**src/bkol_pkg.sv**
```systemverilog
// ----------------------------------------------------------------------------
// bkol_pkg
// Shared request codes and controller states of the bounded ordered list.
// ----------------------------------------------------------------------------
package bkol_pkg;

  typedef enum logic [2:0] {
    OP_INS_HEAD = 3'd0,
    OP_INS_TAIL = 3'd1,
    OP_REMOVE   = 3'd2,
    OP_SEARCH   = 3'd3,
    OP_CLEAR    = 3'd4
  } op_e;

  typedef enum logic [2:0] {
    S_IDLE,
    S_RD,
    S_CMP,
    S_SH_RD,
    S_SH_WR,
    S_OUT
  } state_e;

endpackage

```
**src/bkol_mem.sv**
```systemverilog
// ----------------------------------------------------------------------------
// bkol_mem
// Entry store: one write port, one read port, registered read data.
// ----------------------------------------------------------------------------
module bkol_mem #(
  parameter int DEPTH = 16,
  parameter int AW    = 4
) (
  input  logic               clk_i,
  input  logic               we_i,
  input  logic [AW-1:0]      waddr_i,
  input  logic signed [31:0] wid_i,
  input  logic [63:0]        wpay_i,
  input  logic               re_i,
  input  logic [AW-1:0]      raddr_i,
  output logic signed [31:0] rid_o,
  output logic [63:0]        rpay_o
);

  logic [95:0] mem [DEPTH];
  logic [95:0] rdata_q;

  always_ff @(posedge clk_i) begin
    if (we_i) begin
      mem[waddr_i] <= {wid_i, wpay_i};
    end
    if (re_i) begin
      rdata_q <= mem[raddr_i];
    end
  end

  assign rid_o  = rdata_q[95:64];
  assign rpay_o = rdata_q[63:0];

endmodule

```
**src/bounded_keyed_ordered_list_top.sv**
```systemverilog
// ----------------------------------------------------------------------------
// bounded_keyed_ordered_list_top
// Ordered list of keyed entries held in a circular buffer in one memory.
// ----------------------------------------------------------------------------
// Usage:
//   Raise start with opcode_i, entry_id_i and entry_payload_i; the item is
//   taken at a clock edge where start is high and busy is low. busy stays
//   high until the result has been shown.
//   Each item gives one result, shown for one cycle with done_o high.
//   Steps from the item taken to done_o, with n entries held:
//     inserts, clear, unused codes: done_o in the cycle after the item is taken
//     search hit: a read and a compare for each entry up to the match
//     search or remove without a match: a read and a compare per entry
//     remove hit: a read and a compare for each entry up to the match,
//             then each later entry is read and written
//             back one slot lower through the single memory port pair.
//   The next item may be taken in the cycle after done_o.
//   Reset clears the entry count and head pointer; memory contents are not
//   cleared and never read before written. Results cannot be stalled.
// ----------------------------------------------------------------------------
module bounded_keyed_ordered_list_top #(
  parameter int CAPACITY = 16
) (
  input  logic               clk_i,
  input  logic               rst_ni,
  input  logic               start,
  output logic               busy,
  input  logic [2:0]         opcode_i,
  input  logic signed [31:0] entry_id_i,
  input  logic [63:0]        entry_payload_i,
  output logic               done_o,
  output logic               success_o,
  output logic signed [31:0] result_id_o,
  output logic [63:0]        result_payload_o,
  output logic [4:0]         entry_count_o,
  output logic               is_empty_o,
  output logic               is_full_o
);
  import bkol_pkg::*;

  localparam int AW = (CAPACITY > 1) ? $clog2(CAPACITY) : 1;
  localparam int CW = $clog2(CAPACITY + 1);
  localparam int SW = CW + 1;

  state_e state_q, state_d;
  op_e    op_q, op_d;
  logic signed [31:0] key_q, key_d;
  logic [AW-1:0] hd_q, hd_d, ptr_q, ptr_d;
  logic [CW-1:0] cnt_q, cnt_d, idx_q, idx_d;
  logic ok_q, ok_d;
  logic signed [31:0] rid_q, rid_d;
  logic [63:0] rpay_q, rpay_d;

  logic               we, re;
  logic [AW-1:0]      waddr, raddr;
  logic signed [31:0] wid, mid;
  logic [63:0]        wpay, mpay;

  logic [SW-1:0] tail_sum;
  logic [AW-1:0] tail_ptr;
  logic [CW-1:0] idx_inc;
  logic [CW+4:0] cnt_ext;
  logic          accept;

  function automatic logic [AW-1:0] ptr_inc(input logic [AW-1:0] p);
    ptr_inc = (p == AW'(CAPACITY - 1)) ? '0 : p + AW'(1);
  endfunction

  function automatic logic [AW-1:0] ptr_dec(input logic [AW-1:0] p);
    ptr_dec = (p == '0) ? AW'(CAPACITY - 1) : p - AW'(1);
  endfunction

  bkol_mem #(.DEPTH(CAPACITY), .AW(AW)) u_mem (
    .clk_i   (clk_i),
    .we_i    (we),
    .waddr_i (waddr),
    .wid_i   (wid),
    .wpay_i  (wpay),
    .re_i    (re),
    .raddr_i (raddr),
    .rid_o   (mid),
    .rpay_o  (mpay)
  );

  assign accept   = start && (state_q == S_IDLE);
  assign tail_sum = SW'(hd_q) + SW'(cnt_q);
  assign tail_ptr = (tail_sum >= SW'(CAPACITY)) ? AW'(tail_sum - SW'(CAPACITY))
                                                : AW'(tail_sum);
  assign idx_inc  = idx_q + CW'(1);

  always_comb begin
    state_d = state_q;
    case (state_q)
      S_IDLE: begin
        if (accept) begin
          if (op_e'(opcode_i) == OP_REMOVE || op_e'(opcode_i) == OP_SEARCH) begin
            state_d = S_RD;
          end else begin
            state_d = S_OUT;
          end
        end
      end
      S_RD:    state_d = (idx_q == cnt_q) ? S_OUT : S_CMP;
      S_CMP: begin
        if (mid == key_q) begin
          state_d = (op_q == OP_REMOVE) ? S_SH_RD : S_OUT;
        end else begin
          state_d = S_RD;
        end
      end
      S_SH_RD: state_d = (idx_inc == cnt_q) ? S_OUT : S_SH_WR;
      S_SH_WR: state_d = S_SH_RD;
      S_OUT:   state_d = S_IDLE;
      default: state_d = S_IDLE;
    endcase
  end

  always_comb begin
    op_d   = op_q;
    key_d  = key_q;
    hd_d   = hd_q;
    ptr_d  = ptr_q;
    cnt_d  = cnt_q;
    idx_d  = idx_q;
    ok_d   = ok_q;
    rid_d  = rid_q;
    rpay_d = rpay_q;
    we     = 1'b0;
    waddr  = ptr_q;
    wid    = mid;
    wpay   = mpay;
    re     = 1'b0;
    raddr  = ptr_q;
    case (state_q)
      S_IDLE: begin
        if (accept) begin
          op_d   = op_e'(opcode_i);
          key_d  = entry_id_i;
          ptr_d  = hd_q;
          idx_d  = '0;
          ok_d   = 1'b0;
          rid_d  = '0;
          rpay_d = '0;
          wid    = entry_id_i;
          wpay   = entry_payload_i;
          case (op_e'(opcode_i))
            OP_INS_HEAD: begin
              if (cnt_q != CW'(CAPACITY)) begin
                we    = 1'b1;
                waddr = ptr_dec(hd_q);
                hd_d  = ptr_dec(hd_q);
                cnt_d = cnt_q + CW'(1);
                ok_d  = 1'b1;
              end
            end
            OP_INS_TAIL: begin
              if (cnt_q != CW'(CAPACITY)) begin
                we    = 1'b1;
                waddr = tail_ptr;
                cnt_d = cnt_q + CW'(1);
                ok_d  = 1'b1;
              end
            end
            OP_CLEAR: begin
              cnt_d = '0;
              hd_d  = '0;
              ok_d  = 1'b1;
            end
            default: ;
          endcase
        end
      end
      S_RD: begin
        re    = (idx_q != cnt_q);
        raddr = ptr_q;
      end
      S_CMP: begin
        if (mid == key_q) begin
          ok_d   = 1'b1;
          rid_d  = mid;
          rpay_d = mpay;
        end else begin
          ptr_d = ptr_inc(ptr_q);
          idx_d = idx_inc;
        end
      end
      S_SH_RD: begin
        if (idx_inc == cnt_q) begin
          cnt_d = cnt_q - CW'(1);
        end else begin
          re    = 1'b1;
          raddr = ptr_inc(ptr_q);
        end
      end
      S_SH_WR: begin
        we    = 1'b1;
        waddr = ptr_q;
        ptr_d = ptr_inc(ptr_q);
        idx_d = idx_inc;
      end
      default: ;
    endcase
  end

  always_ff @(posedge clk_i or negedge rst_ni) begin
    if (!rst_ni) begin
      state_q <= S_IDLE;
      hd_q    <= '0;
      cnt_q   <= '0;
    end else begin
      state_q <= state_d;
      hd_q    <= hd_d;
      cnt_q   <= cnt_d;
    end
  end

  always_ff @(posedge clk_i) begin
    op_q   <= op_d;
    key_q  <= key_d;
    ptr_q  <= ptr_d;
    idx_q  <= idx_d;
    ok_q   <= ok_d;
    rid_q  <= rid_d;
    rpay_q <= rpay_d;
  end

  assign cnt_ext          = {5'b0, cnt_q};
  assign busy             = (state_q != S_IDLE);
  assign done_o           = (state_q == S_OUT);
  assign success_o        = ok_q;
  assign result_id_o      = rid_q;
  assign result_payload_o = rpay_q;
  assign entry_count_o    = cnt_ext[4:0];
  assign is_empty_o       = (cnt_q == '0);
  assign is_full_o        = (cnt_q == CW'(CAPACITY));

endmodule
```
**config.mk**
```make
export PLATFORM = sky130hd
export DESIGN_NAME = bounded_keyed_ordered_list_top
export DESIGN_NICKNAME = d
export VERILOG_FILES = /design/src/bkol_pkg.sv /design/src/bkol_mem.sv /design/src/bounded_keyed_ordered_list_top.sv
export SDC_FILE = /design/constraint.sdc
export NUM_CORES = 2
export LEC_CHECK = 0
export BUFFER_PORTS_ARGS = -buffer_cell sky130_fd_sc_hd__buf_2
export CORE_ASPECT_RATIO = 1.4
export CORE_MARGIN = 2
export CORE_UTILIZATION = 61
export DETAILED_ROUTE_END_ITERATION = 6
export HOLD_SLACK_MARGIN = 0.06
export PLACE_DENSITY = 0.84
export SETUP_SLACK_MARGIN = 0.15
export SLEW_MARGIN = 5
export SYNTH_ARGS = -nofsm -noshare
export SYNTH_HDL_FRONTEND = slang
export SYNTH_SLANG_ARGS = --single-unit
```
**constraint.sdc**
```tcl
create_clock -name clk_i -period 12.7 [get_ports clk_i]
set_clock_uncertainty 0.05 [all_clocks]
set_input_delay 1.27 -clock clk_i [delete_from_list [all_inputs] [get_ports clk_i]]
set_output_delay 1.27 -clock clk_i [all_outputs]
set_load 0.02 [all_outputs]
```
==> impl_metrics.py <==
metrics = {
    "yosys": {
        "synthArstFlopShare_pct": 0.672,
        "syn_nets": 4982,
        "synth_edf_count": 1773,
        "synth_seq_cells": 1785,
        "synth_seq_area_share_pct": 73.2,
        "postSynthCellCount": 4870,
        "synth_area_um2": 73100,
        "yosys_warnings": 0,
        "synth_ff_type": "edfxtp_1",
        "syn_avg_cell_area_um2": 15.0,
        "ys_types": 67,
    },
    "clock_network": {
        "worst_skew_pair.late_latency_ns": 0.80,
        "cts_resized": 0,
        "cts_setup_buffers": 0,
        "h-tree-depth": 4,
        "cts_made_buffers": 156,
        "cts_hold_buf": 0,
        "cts_tree": "yes",
        "clk_pin_slew_ns": 0.07,
        "cts-root-buf": "clkbuf_16",
        "cts_buffer_depth": 3,
        "clock-sinks": 1785,
    },
    "die": {
        "start_util_pct": 61.4,
        "placementRows": 150,
        "fp.dieH_um": 414,
        "io-pin-count": 208,
        "core_area_um2": 119000,
        "die_area_um2": 123000,
        "die_w_um": 297,
    },
    "cells_and_area": {
        "regArea_um2": 53500,
        "final_common_cell": "edfxtp_1",
        "stdcell_area_um2": 80500,
        "multiInputGateArea_um2": 17600,
        "drive_gt1_share_pct": 11.1,
        "fillers": 7409,
        "fin_cells": 6677,
        "syn2layout_area_growth_pct": 10.1,
        "nets": 5059,
        "layout_common_cells": "1773 x edfxtp_1, 556 x nand2_1, 335 x mux2i_1",
    },
    "timing": {
        "worstMarginPinSlew_ns": 1.22,
        "fin_setup_tns_ns": 0,
        "relSlewSlack_pct": 17.7,
        "layout_setup_ws_ns": 6.45,
        "fin_crit_sh_pct": 49.2,
        "fmax_ghz": 0.160,
        "min_period_ns": 6.25,
        "maxSlewViolCount": 0,
        "hold_violations": 0,
        "holdWs_ns": 0.317,
        "setup_viol": 0,
        "rsz0062_at_grt": "no",
    },
    "power_and_ir_drop": {
        "ir_drop_v": 0.000345,
        "p_leak_nw": 27.3,
        "power_per_cell_area_nw_per_um2": 262,
    },
    "placement": {
        "io_buffer_count": 207,
        "gp_congestion": 0.855,
        "dpl-instance-area_um2": 75500,
        "dp_slack_ns": 6.63,
        "dp.cells": 6385,
        "hpwl_um": 101000,
    },
    "global_routing": {
        "grt_overflow": 0,
        "grt_first_pass_wirelength_um": 284000,
        "grt_pass1_vias": 46324,
        "grt_max_degree": 158,
        "antenna_found_initial": 6,
        "grtUsageTotal_pct": 31.4,
    },
    "worst_setup_path": {
        "arrival_ns": 6.72,
        "cpMostUsedCell": "buf_4",
        "critPathRequiredTime_ns": 13.17,
        "end_kind": "register",
        "path_max_fanout": 157,
        "start_kind": "register",
        "max_stage_delay_ns": 0.83,
        "crit_type": "register to register",
        "critPathTopFamily": "compound AO/OA/AOI/OAI gates",
        "critPathBufInv": 3,
        "cp_cell_sequence": "ha_1 > nand3_1 > xnor2_4 > a41o_4 > buf_4 > a22oi_2 > buf_12 > buf_4 > a2111oi_0 > a311oi_1 > nand4b_1",
        "critPathSlowestCell": "xnor2_4",
    },
    "detailed_routing": {
        "drc_errors": 0,
        "drt_wl_total_um": 194000,
        "avgViaCountPerCell": 6.92,
        "first_pass_iters": 6,
        "ant_nets": 0,
        "num_vias": 46211,
        "drt-wirelength-per-cell_um": 29.0,
        "drtIter0Drc": 7011,
    },
    "status": {
        "status": "finished, final reports clean",
    },
    "hold_path": {
        "hold_path.class": "input port to asynchronous set/reset pin",
    },
    "flow_run": {
        "maxCapViolCount": 0,
    },
}
per-stage QoR:
step / utilization, % / total power [mW]
2_1_floorplan: - / 13.8
3_3_place_gp: 63.4 / 15.9
3_5_place_dp: 63.4 / 16.3
4_1_cts: 67.6 / 20.9
5_1_grt: 67.6 / 21.8
6_report: 67.6 / 21.1
flip-flops by register name, summed over array words and instances, names as in the netlist:
| name | cells |
|---|---|
| u_mem.mem | 1536 |
| u_mem.rdata_q | 96 |
| result_payload_o | 64 |
| key_q | 32 |
| result_id_o | 32 |
| entry_count_o | 5 |
| idx_q | 5 |
| hd_q | 4 |
| ptr_q | 4 |
| op_q | 3 |
| state_q | 3 |
| success_o | 1 |
worst paths after layout:
kind	from	to	slack, ns	cells past startpoint
hold reg to reg	u_mem.rdata_q[60]	result_payload_o[60]	0.50	1
setup / recovery	idx_q[0]	u_mem.rdata_q[77]	6.45	11
setup reg to reg	idx_q[0]	u_mem.rdata_q[77]	6.45	11
hold / removal	rst_ni	entry_count_o[0]	0.32	1
max in group asynchronous	rst_ni	state_q[2]	12.05	1
min in group clk_i	u_mem.rdata_q[60]	result_payload_o[60]	0.50	1
report_power, final:
group	internal [mW]	leakage [nW]	switching, mW
sequential	8.28	16.2	0.346
combinational	2.17	8.64	5.62
clock	2.56	2.44	2.13
total	13.0	27.3	8.10
Yosys cell counts, drive strengths merged, types with 2 or more instances:
library cell	count	area share, %
edfxtp	1773	73
nand2	558	2.9
mux2i	336	4.6
clkbuf	212	1.1
buf	169	1.2
a21oi	168	1.2
inv	158	0.81
a211oi	149	1.5
a221oi	148	1.8
a211o	147	1.8
nor2	130	0.67
nor3	105	0.72
and2	98	0.84
a2111o	95	1.5
o22a	95	1.1
nand3	92	0.63
o21ai	64	0.44
nand4	61	0.52
nand3b	46	0.47
a2111oi	45	0.54
a311oi	45	0.54
nand4b	45	0.54
xnor2	42	0.52
dfrtp	12	0.41
ha	9	0.15
o22ai	7	0.068
xor2	7	0.084
mux2	6	0.098
a21o	5	0.051
a22oi	5	0.051
a31oi	4	0.034
a22o	3	0.038
nor4	3	0.026
o31ai	3	0.031
a32oi	2	0.034
and3	2	0.017
nand2b	2	0.017
nor2b	2	0.017
layout make-up:
class	count	area share, %
Antenna cell	4	0.0124
Clock buffer	191	5.09
Clock inverter	97	1.11
Inverter	158	0.743
Multi-Input combinational cell	2546	21.9
Sequential cell	1785	66.5
Tap cell	1596	2.48
Timing Repair Buffer	300	2.22
logic make-up (layout without fill, tap and decap cells):
group	count (synthesis)	after routing	synth area share, %
other	0	4	0
buffers and inverters	539	746	3.12
AOI/OAI and AO/OA	994	994	10.8
DFF	1785	1785	73.2
and+or+nand+nor	1151	1151	7.41
muxes	342	342	4.70
adders and majority gates	10	10	0.181
xor gates and xnor gates	49	49	0.607
layer usage:
layer | vias up | global-route usage (%) | share of wire, %
li1 | 19172 | - | -
met1 | 22655 | 38.7 | 34
met2 | 3572 | 50.7 | 48
met3 | 804 | 6.50 | 11
met4 | 8 | 20.0 | 6.7
met5 | - | 0 | 0.042
Power figures use the tool's default switching activity.
